`config.mk`:
```
export PLATFORM = sky130hd
export DESIGN_NAME = sidt_cmd_fifo
export DESIGN_NICKNAME = d
export VERILOG_FILES = /design/src/design/sidt_pkg.sv /design/src/design/sidt_cmd_fifo.sv
export SDC_FILE = /design/constraint.sdc
export NUM_CORES = 1
export LEC_CHECK = 0
export BUFFER_PORTS_ARGS = -buffer_cell sky130_fd_sc_hd__buf_2
export CAP_MARGIN = 10
export CORE_ASPECT_RATIO = 0.6
export CORE_MARGIN = 3
export CORE_UTILIZATION = 27
export DETAILED_ROUTE_END_ITERATION = 10
export HOLD_SLACK_MARGIN = 0.05
export SLEW_MARGIN = 15
export SYNTH_ARGS = -nofsm -noshare
export SYNTH_HDL_FRONTEND = slang
export SYNTH_SLANG_ARGS = --single-unit
```
`constraint.sdc`:
```
create_clock -name clk -period 12.04 [get_ports clk]
set_input_delay 1.806 -clock clk [delete_from_list [all_inputs] [get_ports clk]]
set_output_delay 1.806 -clock clk [all_outputs]
set_load 0.1 [all_outputs]
```
`src/design/sidt_pkg.sv`:
```
// Shared sizes, codes and types for the string interning table.
// No dependencies; every other design file imports this package.
package sidt_pkg;

  localparam int MAX_ENTRIES      = 256;
  localparam int POOL_BYTES       = 65536;
  localparam int MAX_STRING_BYTES = 256;

  localparam int BYTE_W  = 8;
  localparam int LEN_W   = 9;
  localparam int HASH_W  = 64;
  localparam int OFF_W   = 16;
  localparam int CODE_W  = 3;

  localparam int CNT_W   = $clog2(MAX_STRING_BYTES + 1);
  localparam int BUF_AW  = (MAX_STRING_BYTES > 1) ? $clog2(MAX_STRING_BYTES) : 1;
  localparam int ENT_AW  = (MAX_ENTRIES > 1) ? $clog2(MAX_ENTRIES) : 1;
  localparam int ENT_CW  = $clog2(MAX_ENTRIES + 1);
  localparam int POOL_AW = $clog2(POOL_BYTES);
  localparam int FILL_W  = POOL_AW + 1;

  // Result codes
  localparam logic [CODE_W-1:0] OUT_FOUND      = 3'd0;
  localparam logic [CODE_W-1:0] OUT_RECORDED   = 3'd1;
  localparam logic [CODE_W-1:0] OUT_UNRECORDED = 3'd2;
  localparam logic [CODE_W-1:0] OUT_NULL       = 3'd3;
  localparam logic [CODE_W-1:0] OUT_FULL       = 3'd4;

  // One finished string handed from front to back
  typedef struct packed {
    logic              is_null;
    logic [HASH_W-1:0] hash;
    logic [LEN_W-1:0]  len;
    logic [CNT_W-1:0]  cnt;
  } cmd_t;

endpackage

```
`src/design/sidt_cmd_fifo.sv`:
```
// Two-entry command queue between front and back.
// Depends on sidt_pkg.
module sidt_cmd_fifo import sidt_pkg::*; (
  input  logic clk,
  input  logic rst,
  input  logic wr,
  input  cmd_t wdata,
  output logic full,
  input  logic rd,
  output cmd_t rdata,
  output logic valid
);

  cmd_t       slots [2];
  logic       wptr;
  logic       rptr;
  logic [1:0] level;

  assign full  = level == 2'd2;
  assign valid = level != 2'd0;
  assign rdata = slots[rptr];

  // Pointers and fill level
  always_ff @(posedge clk) begin
    if (rst) begin
      wptr  <= 1'b0;
      rptr  <= 1'b0;
      level <= 2'd0;
    end else begin
      if (wr) begin
        wptr <= !wptr;
      end
      if (rd) begin
        rptr <= !rptr;
      end
      level <= level + 2'(wr) - 2'(rd);
    end
  end

  always_ff @(posedge clk) begin
    if (wr) begin
      slots[wptr] <= wdata;
    end
  end

endmodule

```
==> impl_metrics.json <==
{
  "antenna_found_initial": 3,
  "cell_internal_pwr_mw": 1.06,
  "worstRegToRegCells": 3,
  "min_path_cells": 2,
  "final_antenna_net_count": 0,
  "cts-root-buf": "clkbuf_16",
  "yosysUniqueCellTypes": 15,
  "cts-buffers-inserted": 17,
  "viasPerCell": 4.07,
  "fmax_mhz": 218,
  "startpoint_type": "flip-flop",
  "totalNegativeSetupSlack_ns": 0,
  "grt_pass1_wl_mm": 19.7,
  "wire_per_inst_um": 16.0,
  "r2r-start": "wptr$_SDFFE_PP0P_",
  "clk_pin_slew_ns": 0.06,
  "syn-mean-instance-area_sq_um": 23.5,
  "cellLeakagePower_nw": 3.19,
  "clkPwrFrac_pct": 31.3,
  "min_period_ns": 4.59,
  "p_seq_share_pct": 44.6,
  "muxShareOfSynthArea_pct": 18.3,
  "min_path_type": "reg -> reg",
  "htreeDepth": 4,
  "rows": 43,
  "clk_latency_ns": 0.41,
  "drc": 0,
  "crit_type": "reg -> out",
  "status": "completed",
  "cpPeakStageDelay_ns": 0.79,
  "hpwl_mm": 8.81,
  "start_util_pct": 28.0,
  "worst_clock_skew_ns": 0.00483,
  "final_cell_mix": "buf_2, edfxtp_1, mux2_4",
  "synth_seq_cells": 171,
  "die_w_um": 207,
  "routabilityCongestion": 0.730,
  "portBuffers": 171,
  "dieArea_sq_mm": 0.0263,
  "holdWs_ns": 0.563,
  "dr.pass1.iters": 4,
  "cp_num_buf_inv": 2,
  "post-route-period-util_pct": 38.1,
  "n_fill_cell": 2243,
  "drt_iter0_drc": 114,
  "synthesis.area_sq_mm": 0.00656,
  "area_growth_pct": 25.6,
  "grt_pass1_vias": 3548,
  "layout-drive-gt1-share_pct": 60.4,
  "track_usage_pct": 9.91,
  "critical_path_required_ns": 10.23,
  "design.core.area_sq_mm": 0.0235,
  "max_cap_violations": 0,
  "die_h_um": 127,
  "synth_top_family_by_area": "multiplexers",
  "hold_end": "rptr$_SDFFE_PP0P_",
  "pwr-share-comb_pct": 24.2,
  "hold_buffers": 0,
  "yosys.area_share.simple_pct": 0.706,
  "crit_chain": "buf_4 > mux2_4 > buf_2",
  "crit_family": "buffers and inverters",
  "ios": 172,
  "placed_cell_area_sq_mm": 0.00769,
  "final_common_cell": "buf_2",
  "p_per_area_mw_per_mm2": 194,
  "vias": 3220,
  "ctsResizeCount": 0,
  "fin_util_pct": 35.1,
  "rsz0062_at_grt": "false",
  "hold_violations": 0,
  "swShare_pct": 33.3,
  "finalSetupViolCount": 0,
  "syn_inst": 279,
  "dp_cells": 759,
  "tightest_slew_ns": 0.844,
  "hold_start": "rptr$_SDFFE_PP0P_",
  "synth_compound_area_share_pct": 0,
  "cpMaxStageDelayCell": "dfxtp_4",
  "cts_setup_buffers": 0,
  "final_nets": 553,
  "reg2reg_slack_ns": 10.02,
  "relSlewSlack_pct": 43.7,
  "slew_violations": 0,
  "critPathArrivalTime_ns": 2.78,
  "clockBufferDepth": 2,
  "synth-seq-area-share_pct": 77.5,
  "cts.sinks": 171,
  "final_cell_area_sq_mm": 0.00824,
  "fin_cells": 792,
  "r2r_end": "slots[0][42]$_DFFE_PP_",
  "grt_max_degree": 45,
  "synthAdderAreaFrac_pct": 0.382,
  "ir_drop_mv": 0.106,
  "syn_nets": 368,
  "routed_wl_mm": 12.6,
  "critPathCaptureType": "output port",
  "cts_tree": "built",
  "power.switching_mw": 0.532,
  "path_max_fanout": 44,
  "ys_warn_count": 0,
  "synth_xor_area_share_pct": 0.611,
  "antennaDiodeCount": 0,
  "grt_overflow": 0
}
==> per-stage QoR <==
stage               total power [mW]  worst slack (ns)
floorplan                       1.06              6.07
global placement                1.11              7.89
detailed placement              1.11              7.86
CTS                             1.62              7.39
global route                    1.66              7.29
finish                          1.60              7.45
==> power groups by stage <==
stage / Sequential (mW) / Clock (mW) / Combinational, mW
after floorplan: 0.718 / 0 / 0.342
after global placement: 0.723 / 0 / 0.383
after detailed placement: 0.725 / 0 / 0.387
after CTS: 0.712 / 0.518 / 0.388
after global routing: 0.715 / 0.543 / 0.399
final: 0.711 / 0.499 / 0.386
==> worst max-delay path by stage <==
stage / startpoint / end / slack (ns) / depth (start not counted)
2_1_floorplan: wr / slots[0][0]$_DFFE_PP_ / 6.07 / 1
3_3_place_gp: flip-flop / rdata[63] / 7.89 / 3
3_5_place_dp: flip-flop / rdata[72] / 7.86 / 3
4_1_cts: flip-flop / rdata[72] / 7.39 / 3
5_1_grt: flip-flop / rdata[57] / 7.29 / 3
6_report: flip-flop / rdata[63] / 7.45 / 3
==> per-layer routing <==
metal	global-route usage, %	routed length [um]	vias to the layer above
li1	-	-	1463
met5	0	27	-
met4	3.23	154	4
met2	14.2	5360	138
met1	13.0	6000	1601
met3	5.07	1090	14
==> cells in the mapped netlist (all sizes together) <==
| cell type | number | share of area, % |
|---|---|---|
| xnor3 | 1 | 0.34 |
| xnor2 | 2 | 0.27 |
| nor2 | 4 | 0.23 |
| edfxtp | 166 | 76 |
| buf | 9 | 2.4 |
| or2 | 1 | 0.095 |
| nor2b | 3 | 0.29 |
| and2 | 1 | 0.095 |
| mux2 | 83 | 18 |
| inv | 2 | 0.11 |
| ha | 2 | 0.38 |
| dfxtp | 5 | 1.5 |
==> cell type report <==
type | instances | area [sq um] | area share [%]
clock inverters | 9 | 81.3 | 0.987
inverters | 2 | 7.51 | 0.0911
well taps | 315 | 394 | 4.79
flip-flops and latches | 171 | 5090 | 61.8
repair buffers | 175 | 898 | 10.9
clock buffers | 23 | 448 | 5.44
multi-input cells | 97 | 1320 | 16.0
==> sequential cells by signal, indices dropped and copies added (netlist names), named ones only <==
register	cells
slots	166
rptr	1
level	2
wptr	1
==> tightest hold or removal path, delay by kind of cell, from the launching register on <==
kind,cells,cell delay (ns)
xor+xnor,1,0.10
flops,1,0.34
simple gates,1,0.08
==> cells by family (layout without fill, tap and decap cells) <==
group / Yosys count / in the layout
flip-flops: 171 / 171
multiplexers: 83 / 83
buffers and inverters: 11 / 209
AND/OR/NAND/NOR: 9 / 9
XOR/XNOR: 3 / 3
adder cells (fa/ha/maj): 2 / 2
(Power assumes the default switching activity.)
