**src/design/sidt_pkg.sv**
```systemverilog
// Shared sizes, codes and types for the string interning table.
// No dependencies; every other design file imports this package.
package sidt_pkg;

  localparam int MAX_ENTRIES      = 256;
  localparam int POOL_BYTES       = 65536;
  localparam int MAX_STRING_BYTES = 256;

  localparam int BYTE_W  = 8;
  localparam int LEN_W   = 9;
  localparam int HASH_W  = 64;
  localparam int OFF_W   = 16;
  localparam int CODE_W  = 3;

  localparam int CNT_W   = $clog2(MAX_STRING_BYTES + 1);
  localparam int BUF_AW  = (MAX_STRING_BYTES > 1) ? $clog2(MAX_STRING_BYTES) : 1;
  localparam int ENT_AW  = (MAX_ENTRIES > 1) ? $clog2(MAX_ENTRIES) : 1;
  localparam int ENT_CW  = $clog2(MAX_ENTRIES + 1);
  localparam int POOL_AW = $clog2(POOL_BYTES);
  localparam int FILL_W  = POOL_AW + 1;

  // Result codes
  localparam logic [CODE_W-1:0] OUT_FOUND      = 3'd0;
  localparam logic [CODE_W-1:0] OUT_RECORDED   = 3'd1;
  localparam logic [CODE_W-1:0] OUT_UNRECORDED = 3'd2;
  localparam logic [CODE_W-1:0] OUT_NULL       = 3'd3;
  localparam logic [CODE_W-1:0] OUT_FULL       = 3'd4;

  // One finished string handed from front to back
  typedef struct packed {
    logic              is_null;
    logic [HASH_W-1:0] hash;
    logic [LEN_W-1:0]  len;
    logic [CNT_W-1:0]  cnt;
  } cmd_t;

endpackage

```
**src/design/sidt_front.sv**
```systemverilog
// Front end: gathers string bytes into the incoming buffer and issues commands.
// Depends on sidt_pkg.
module sidt_front import sidt_pkg::*; (
  input  logic              clk,
  input  logic              rst,
  input  logic              push,
  output logic              full,
  input  logic [BYTE_W-1:0] string_byte,
  input  logic [LEN_W-1:0]  string_length,
  input  logic [HASH_W-1:0] string_hash,
  input  logic              last_byte,
  input  logic              no_string,
  output logic              cmd_push,
  output cmd_t              cmd_data,
  input  logic              cmd_full,
  input  logic              release_buf,
  input  logic [BUF_AW-1:0] buf_raddr,
  output logic [BYTE_W-1:0] buf_rdata
);

  logic [BYTE_W-1:0] buf_mem [MAX_STRING_BYTES];
  logic [CNT_W-1:0]  count;
  logic [CNT_W-1:0]  count_next;
  logic              busy;
  logic              accept;
  logic              room;
  logic [LEN_W-1:0]  len_sat;

  // Bytes are held off while the back end still reads the buffer
  assign full   = cmd_full || busy;
  assign accept = push && !full;
  assign room   = 32'(count) < MAX_STRING_BYTES;

  assign len_sat = (32'(string_length) > MAX_STRING_BYTES) ?
                   LEN_W'(MAX_STRING_BYTES) : string_length;

  always_comb begin
    count_next = count;
    if (room) begin
      count_next = count + CNT_W'(1);
    end
  end

  // A string ends on a null item, a zero length or the last byte
  always_comb begin
    cmd_push         = accept && (no_string || string_length == '0 || last_byte);
    cmd_data.is_null = no_string;
    cmd_data.hash    = string_hash;
    cmd_data.len     = len_sat;
    cmd_data.cnt     = (string_length == '0) ? '0 : count_next;
  end

  // Byte count and buffer lock
  always_ff @(posedge clk) begin
    if (rst) begin
      count <= '0;
      busy  <= 1'b0;
    end else begin
      if (release_buf) begin
        busy <= 1'b0;
      end
      if (accept) begin
        if (cmd_push) begin
          count <= '0;
          busy  <= !no_string;
        end else begin
          count <= count_next;
        end
      end
    end
  end

  // Incoming buffer
  always_ff @(posedge clk) begin
    if (accept && !no_string && string_length != '0 && room) begin
      buf_mem[count[BUF_AW-1:0]] <= string_byte;
    end
    buf_rdata <= buf_mem[buf_raddr];
  end

endmodule

```
**config.mk**
```make
export PLATFORM = sky130hd
export DESIGN_NAME = sidt_front
export DESIGN_NICKNAME = d
export VERILOG_FILES = /design/src/design/sidt_pkg.sv /design/src/design/sidt_front.sv
export SDC_FILE = /design/constraint.sdc
export NUM_CORES = 2
export LEC_CHECK = 0
export ABC_AREA = 1
export BUFFER_PORTS_ARGS = -buffer_cell sky130_fd_sc_hd__buf_2
export CORE_MARGIN = 4
export CORE_UTILIZATION = 55
export CTS_CLUSTER_SIZE = 12
export DETAILED_ROUTE_END_ITERATION = 12
export HOLD_SLACK_MARGIN = 0.02
export PLACE_DENSITY = 0.71
export SLEW_MARGIN = 20
export SYNTH_ARGS = -nofsm -noshare
export SYNTH_HDL_FRONTEND = slang
export SYNTH_SLANG_ARGS = --single-unit
```
**constraint.sdc**
```tcl
create_clock -name clk -period 3.6 [get_ports clk]
set_input_delay 0.72 -clock clk [delete_from_list [all_inputs] [get_ports clk]]
set_output_delay 0.72 -clock clk [all_outputs]
set_load 0.02 [all_outputs]
```
==> key figures <==
Synth
  – Sequential share of the synthesized area: between 70% and 80%
  – Syn Nets: approximately 7200
  – Post-synth cell types: 28
  – Seq cells post-synth: 2066
  – Cell count after synthesis: just over 7000
  – Mapped Area: roughly 0.084 mm^2
  – Yosys Warn Count: 0
  – Mapped Avg Cell Area: approximately 12 um^2

GRT
  – GRT Util Overall: between 20% and 30%
  – Met1 usage: ~41%
  – GR peak layer: met2
  – Largest net degree at the start of global routing: 148
  – Global-route wire length before repair: between 300000 and 400000 um
  – M3 GR Usage: a little over 6%
  – Remaining Overflow, GRT: 0
  – Initial antenna violation count: 4
  – Vias in the first global route: roughly 54000
  – GR Util met2: between 40% and 50%

Die
  – Chip width: roughly 400 um
  – Num ports: 189
  – Core footprint: 0.152 mm^2
  – Starting density of the core: a little under three fifths
  – Row count: roughly 140
  – Die height: 400 um
  – Die area: 0.160 mm^2

Route
  – DR pass1 iterations: 8
  – Drt wl/cell: between 20 and 25 um
  – Routed via count: roughly 58000
  – Post-route ant nets: 0
  – Vias per cell: 6.09
  – DR iter-0 viols: 8850
  – Final wirelength: 232000 um
  – DRC viols: 0

Power
  – Part of the power in the clock network: 39.4%
  – Internal power: roughly 38 mW
  – Leakage power: ~33 nW
  – Combinational power share: roughly 6.4%
  – Max VDD drop: 461 uV
  – Sequential share of power: a little over half
  – Switch share: approximately 22%
  – Psw: between 10 and 15 mW
  – PwrDens: 517 mW/mm^2

Worst hold path
  – Hold crit path type: input pin to flip-flop

Clock network
  – Clock transition at path regs: ~60 ps
  – CTS Sinks: around 2100
  – Resized cells post-CTS: 0
  – Cts hold-fix bufs: 1
  – Maximum buffer depth of the clock tree: 3
  – H-tree Lvls: 4
  – Worst-Skew Late Latency: 840 ps
  – Postcts setup bufs: 0
  – Cts bufs inserted: between 200 and 250
  – CTS tree: yes
  – Clock root buffer: clkbuf_16

STA
  – Tightest Pin Transition: approximately 1000 ps
  – Setup Viol. Count Final: 0
  – Hold Violations, Final: 0
  – Setup TNS: 0 ps
  – Slew HR: a little over 30%
  – Unrepaired setup endpoints after global routing: false
  – Final period util: around nine tenths
  – FMAX: 305 MHz
  – Clock skew: 29.8 ps
  – Max-slew violations: 0
  – Minimum clock period: about 3300 ps

Place
  – GPL Wtd Cong: about 0.90
  – Post-DP Area: between 0.08 and 0.09 mm^2
  – Number of port buffers: 60
  – Hpwl dp: 135000 um

Critical path
  – Worst Setup End Kind: primary output
  – Crit path max fanout: 9
  – CP max-delay cell: dfxtp_1
  – Worst setup SP type: flip-flop
  – Critical path's largest stage delay: 560 ps
  – CP delay by family, top: simple AND/OR/NAND/NOR gates
  – CP arrival: around 2600 ps
  – Critical path class: flip-flop to primary output
  – Bufs and invs on worst path: 2
  – WP data required: around 2900 ps
  – Cell chain of the critical path: inv_1, nor3_1, nand3_1, xor2_1, nor2_1, buf_2

Cells and area
  – Design Area, Final: between 0.09 and 0.1 mm^2
  – Layout cell share with drive strength beyond 1: 10.3%
  – Most common cell after layout, fill and taps aside: nand2_1
  – Final nets: about 7400
  – Synth-to-Final Area Change: 12.0%
  – Most frequent cells in the layout: nand2_1, edfxtp_1, nand3_1

Job
  – Max cap viols: 0

Status
  – Status: finished, final reports clean
==> state kept, by name, summed over array words and instances, names as in the netlist <==
register / count
buf_mem: 2048
count: 9
buf_rdata: 8
busy: 1
==> path summary, 6_finish.rpt <==
check                                  from         endpoint  slack [ps]  cells past startpoint
worst max-delay path               count[3]      cmd_data[7]         320                      6
worst min-delay path            release_buf             busy         200                      4
worst max register to register     count[0]  buf_mem[213][0]         660                      5
worst min register to register     count[4]         count[4]         580                      2
==> power groups by stage <==
stage,Sequential [mW],Combinational (mW),Clock (mW)
after detailed placement,27.0,3.03,0
after CTS,26.5,3.05,19.4
final,26.5,3.11,19.2
after global placement,27.0,2.99,0
after floorplan,27.0,1.72,0
after global routing,26.5,3.31,20.4
==> cell families (layout without fill, tap and decap cells) <==
family	Yosys count	in the layout	share of synthesized area (%)
xor gates and xnor gates	7	7	0.0726
buffers and inverters	596	868	3.64
AOI/OAI and AO/OA	12	12	0.0845
and+or+nand+nor	4454	4454	22.9
adders and majority gates	4	4	0.0593
other	0	3	0
DFF	2066	2066	73.3
==> cell type report <==
type                    count  area, um^2
clock buffers             277        5480
multi-input cells        4477       19600
repair buffers            500        4510
diodes                      3        7.51
flip-flops and latches   2066       61900
clock inverters            46         360
inverters                  45         203
fillers                 11400       57800
well taps                2030        2540
==> layer usage <==
layer	share of wire, %	wire length [um]	vias to the layer above
li1	-	-	25500
met1	39	89800	27800
met2	46	106000	3678
met3	12	27100	547
met4	3.9	8990	6
met5	0.019	44	-
==> cells in the mapped netlist <==
cell type	number	area share, %
a211oi_1	4	0.036
a21oi_1	5	0.030
buf_1	37	0.16
buf_2	303	1.8
buf_4	108	0.96
buf_6	6	0.080
clkbuf_1	97	0.43
clkinv_1	1	0.0044
dfxtp_1	18	0.43
edfxtp_1	2048	73
ha_1	4	0.059
inv_1	41	0.18
inv_2	2	0.0089
inv_4	1	0.0074
nand2_1	2122	9.4
nand2_2	1	0.0074
nand3_1	2028	12
nand3_2	2	0.024
nand3b_1	1	0.0089
nand4_1	3	0.022
nor2_1	283	1.3
nor2_2	1	0.0074
nor3_1	11	0.065
nor3_2	1	0.012
o21ai_0	2	0.012
o22ai_1	1	0.0074
or2_2	1	0.0074
xor2_1	7	0.073
==> per-stage QoR <==
step	total power, mW	hold WS (ps)	utilization (%)	std cells	setup WS, ps
floorplan	28.7	515	-	7139	1060
finish	48.8	201	62.1	9444	322
global route	50.2	170	62.1	9441	110
detailed placement	30.0	541	58.2	9117	88.4
global placement	30.0	532	58.2	9117	149
CTS	48.9	138	62.1	9441	266
==> worst reg2reg max path: cells and delay by family, from the launching register on <==
kind	cells	cell delay, ps
adders and majority gates	1	320
and+or+nand+nor	2	1100
DFF	1	450
buffers and inverters	2	780
No activity file was read; power rests on OpenSTA's default activity.
